===== src/dct_ram.sv =====
`default_nettype none
module dct_ram #(
	parameter int WIDTH = 8,
	parameter int DEPTH = 16
) (
	input wire logic clk,
	input wire logic we,
	input wire logic [$clog2(DEPTH)-1:0] waddr,
	input wire logic [WIDTH-1:0] wdata,
	input wire logic [$clog2(DEPTH)-1:0] raddr,
	output logic [WIDTH-1:0] rdata
);
	logic [WIDTH-1:0] mem [DEPTH];
	always_ff @(posedge clk) begin
		if (we) mem[waddr] <= wdata;
		rdata <= mem[raddr];
	end
endmodule
`default_nettype wire


===== config.mk =====
export PLATFORM = sky130hd
export DESIGN_NAME = dct_ram
export DESIGN_NICKNAME = d
export VERILOG_FILES = /design/src/dct_ram.sv
export SDC_FILE = /design/constraint.sdc
export NUM_CORES = 1
export LEC_CHECK = 0
export ABC_AREA = 0
export BUFFER_PORTS_ARGS = -buffer_cell sky130_fd_sc_hd__buf_2
export CAP_MARGIN = 20
export CORE_MARGIN = 1
export CORE_UTILIZATION = 55
export CTS_BUF_LIST = sky130_fd_sc_hd__clkbuf_8
export DETAILED_ROUTE_END_ITERATION = 7
export PLACE_DENSITY = 0.73
export SLEW_MARGIN = 20
export SYNTH_ARGS = -nofsm -noshare
export SYNTH_HDL_FRONTEND = slang
export SYNTH_SLANG_ARGS = --single-unit

===== constraint.sdc =====
create_clock -name clk -period 4.95 [get_ports clk]
set_clock_uncertainty 0.15 [all_clocks]
set_input_delay 1.485 -clock clk [delete_from_list [all_inputs] [get_ports clk]]
set_output_delay 1.485 -clock clk [all_outputs]
set_load 0.01 [all_outputs]

-- Yosys cells after proc, flatten, opt, wreduce, memory -nomap -nowiden
Memories as Yosys holds them, arrays and structs flattened. A register that Yosys moved wholly into a read port is not among the register bits.
Cells that the tools add are included.
- flip-flop bits (word level): 0
- RAM bits: 128
- input port bits: 18
- output and inout port bits: 8
- logic and storage cells: 3
- memories kept: 1
- memory list (memory ; words ; bits a word ; read ports ; clocked after Yosys merged registers in ; wr ports ; RTL line ; RTL):
    mem ; 16 ; 8 ; 1 ; 1 ; 1 ; 13 ; logic [WIDTH-1:0] mem [DEPTH];
- mux-type cells: 2
- operator list (cell ; count):
    two-way mux 1 bit ; 2

-- Longest topological paths before layout
- word-level depth: 2
- depth in mapped cells: 5
- depth with buffers taken out: 3

-- Worst setup path after synthesis
No wires, ideal clock.
- kind: input-to-reg
- start: input waddr[2]
- end: memory mem[0][0] (enable)
- library setup time: 0.383 ns
- arrival: 2.595 ns
- required time: 4.417 ns
- setup slack: 1.822 ns
- cell stages on the path: 2
- path buffers: 0
- cell sequence: or3b_2 nor3_1
- RTL lines (item ; RTL line ; RTL):
    from (decl) ; 8 ; input wire logic [$clog2(DEPTH)-1:0] waddr,
    to (decl) ; 13 ;
Straight into the memory's write port.

==> run metrics <==
via density per instance 6.06; crit path time final 3150 ps; GRT Overall Usage 20.7%; Rows 34; Final Hold Fails 0; Routed WL per cell 23.0 um; largest fanout on the critical path 19; Placed Area between 5000 and 6000 um2; Async S/R FF share, synth 0%; net switching power 461 uW; count of input and output buffers 25; Clock Tree Buf Depth 2; hold buffer count at CTS 0; aggregate negative setup slack 0 ps; post-CTS sizing 0; nature of the critical path startpoint input port; worst IR drop on VDD 0.182 mV; Post-synth EDFFs 128; insertion delay to the later sink of the worst-skew pair 430 ps; fmax around 0.32 GHz; root cell of the clock tree sky130_fd_sc_hd__clkbuf_8; Seq/Total Area, Yosys 77.8%; violation count after the first detailed-routing iteration 178; CP max-delay cell sky130_fd_sc_hd__mux4_1; Post-DRT Antenna Nets 0; total clock sinks 136; I/O pin count 26; data arrival time of the critical path ~3300 ps; final setup violating endpoints 0; origin of the worst setup path raddr[0]; yosys synthesis warning count 0; count of cell types in the netlist 19; die outline height 98.7 um; max-slew violations 0; mean area per synthesized cell 22.5 um2; setup repair after global routing missed its margin false; worst slew slack as a fraction of its limit a little under a third; top_reg_cell synth sky130_fd_sc_hd__edfxtp_1; DRC violation count after routing 0; initial antenna violation count 0; mapped cell area 5150 um2; switching share of total power 19.1%; leakage 1.95 nW; result of the run completed; worst hold-check path type flop to flop; placeable core region 8890 um2; Internal Power 1.95 mW; register bit count reported by yosys ~140; source of the worst register-to-register timing path mem[5][2]$_DFFE_PP_; remaining global-route overflow 0; TritonCTS clock tree yes; global-route wire length before repair approximately 14000 um; actual transition at the worst max-transition pin just over 1000 ps; launch instance of the worst min-delay path mem[12][4]$_DFFE_PP_; top-area cell type share of the netlist area about three quarters; clock-pin slew on the worst setup and hold paths approximately 70 ps; synth cell count leaders 128 x sky130_fd_sc_hd__edfxtp_1, 18 x sky130_fd_sc_hd__mux4_2, 16 x sky130_fd_sc_hd__a22oi_1; CTS buffer count 17; WL final 8900 um; CP Capture Type flop; final design instance area without fill 5800 um2; Starting Density between 50 and 60%; Max Cap Violations 0; GP Congestion about 0.72; Logic pwr share roughly 4.7%; synthesized net count 247; biggest cell delay along the critical path 590 ps; Die ar. ~10000 um2; number of setup buffers added after CTS 0; Data required, critical path 5110 ps; Post-layout nets between 200 and 300; leading area contributor after synthesis sky130_fd_sc_hd__edfxtp_1; cell breakdown of the critical path buf_2, buf_4, mux4_1, a22oi_1, nand2_1; proportion of power drawn by flip-flops and latches between 50% and 60%; CTS H-tree depth 4; Synth-to-Final Area Change 12.7%; vias 2346; dominant cell by count in the synthesized netlist sky130_fd_sc_hd__edfxtp_1; top cells by area, synth sky130_fd_sc_hd__edfxtp_1 75%, sky130_fd_sc_hd__mux4_2 7.9%, sky130_fd_sc_hd__mux4_1 7.1%; largest net degree at the start of global routing 33; clock share of power 41.7%; Setup CP Type input port to flop; power density cells 415 nW/um2; Antenna Diode Count 0; detailed placement HPWL 5570 um; iteration count of the initial detailed-routing pass 5; number of filler instances in the final layout 570; width of the die 98.7 um; final period utilization 63.7%; proportion of layout cells with a drive suffix above 1 27.6%; Post-Syn Instances 229; via count of the first global-routing pass 2386
## cell usage in the layout, fill, tap and decap left out, drive strengths merged
cell | Yosys | layout
buf | 7 | 28
nand2 | 9 | 9
nor2 | 13 | 13
or3b | 1 | 1
mux4 | 32 | 32
dfxtp | 8 | 8
nand3 | 1 | 1
nand2b | 2 | 2
and2 | 1 | 1
clkinvlp | 0 | 1
and2b | 1 | 1
edfxtp | 128 | 128
nand3b | 2 | 2
clkbuf | 0 | 19
inv | 0 | 4
bufinv | 0 | 5
nor3 | 4 | 4
clkinv | 0 | 3
nor2b | 1 | 1
a22oi | 16 | 16
## worst max-delay path, delay by kind of cell
kind,cells,cell delay [ps]
AO/OA/AOI/OAI,1,280
AND/OR/NAND/NOR,1,80
buffers and inverters,2,860
multiplexers,1,590
## cell families (layout without fill, tap and decap cells)
kind of cell / count (synthesis) / after routing / synth area share (%)
flops: 136 / 136 / 77.8
buf+inv: 10 / 60 / 1.68
compound gates: 16 / 16 / 2.33
simple gates: 35 / 35 / 3.18
mux: 32 / 32 / 15.0
## through the flow
step                utilization [%]  cells  hold WS [ps]  setup WS [ps]  power, mW
floorplan                         -    229           479           1820       1.39
global placement               60.2    355           501           1330       1.43
detailed placement             60.2    355           506           1320       1.43
CTS                            65.3    387           521           1780       2.43
global route                   65.3    387           548           1670       2.49
finish                         65.3    387           512           1800       2.41
## power by group through the flow
| stage | registers, mW | clock network (mW) | logic [mW] |
|---|---|---|---|
| CTS | 1.29 | 1.02 | 0.115 |
| detailed placement | 1.32 | 0 | 0.114 |
| global route | 1.29 | 1.07 | 0.123 |
| global placement | 1.32 | 0 | 0.111 |
| floorplan | 1.32 | 0 | 0.0654 |
| finish | 1.29 | 1.00 | 0.113 |
## sequential cells by signal, summed over array words and instances (netlist names)
| signal | cells |
|---|---|
| mem | 128 |
| rdata | 8 |
## per-layer routing
metal | wire [um] | vias to the layer above | track usage [%]
li1 | - | 1047 | -
met1 | 4050 | 1208 | 28.6
met2 | 4210 | 75 | 31.2
met3 | 469 | 16 | 6.81
met4 | 166 | 0 | 7.92
met5 | 0 | - | 0
## layout make-up
cell class	instances	area, um2	share of cell area (%)
Tap cell	108	135	2.33
Clock inverter	13	188	3.23
Sequential cell	136	4000	69.0
Timing Repair Buffer	28	148	2.54
Clock buffer	19	262	4.51
Multi-Input combinational cell	83	1070	18.4
## path summary, 6_finish.rpt
path | end | slack (ps) | depth (start not counted)
setup / recovery | rdata[2]$_DFF_P_ | 1800 | 5
hold / removal | rdata[4]$_DFF_P_ | 510 | 3
setup reg to reg | rdata[2]$_DFF_P_ | 3450 | 3
hold reg to reg | rdata[4]$_DFF_P_ | 510 | 3
No activity file was read; power rests on OpenSTA's default activity.
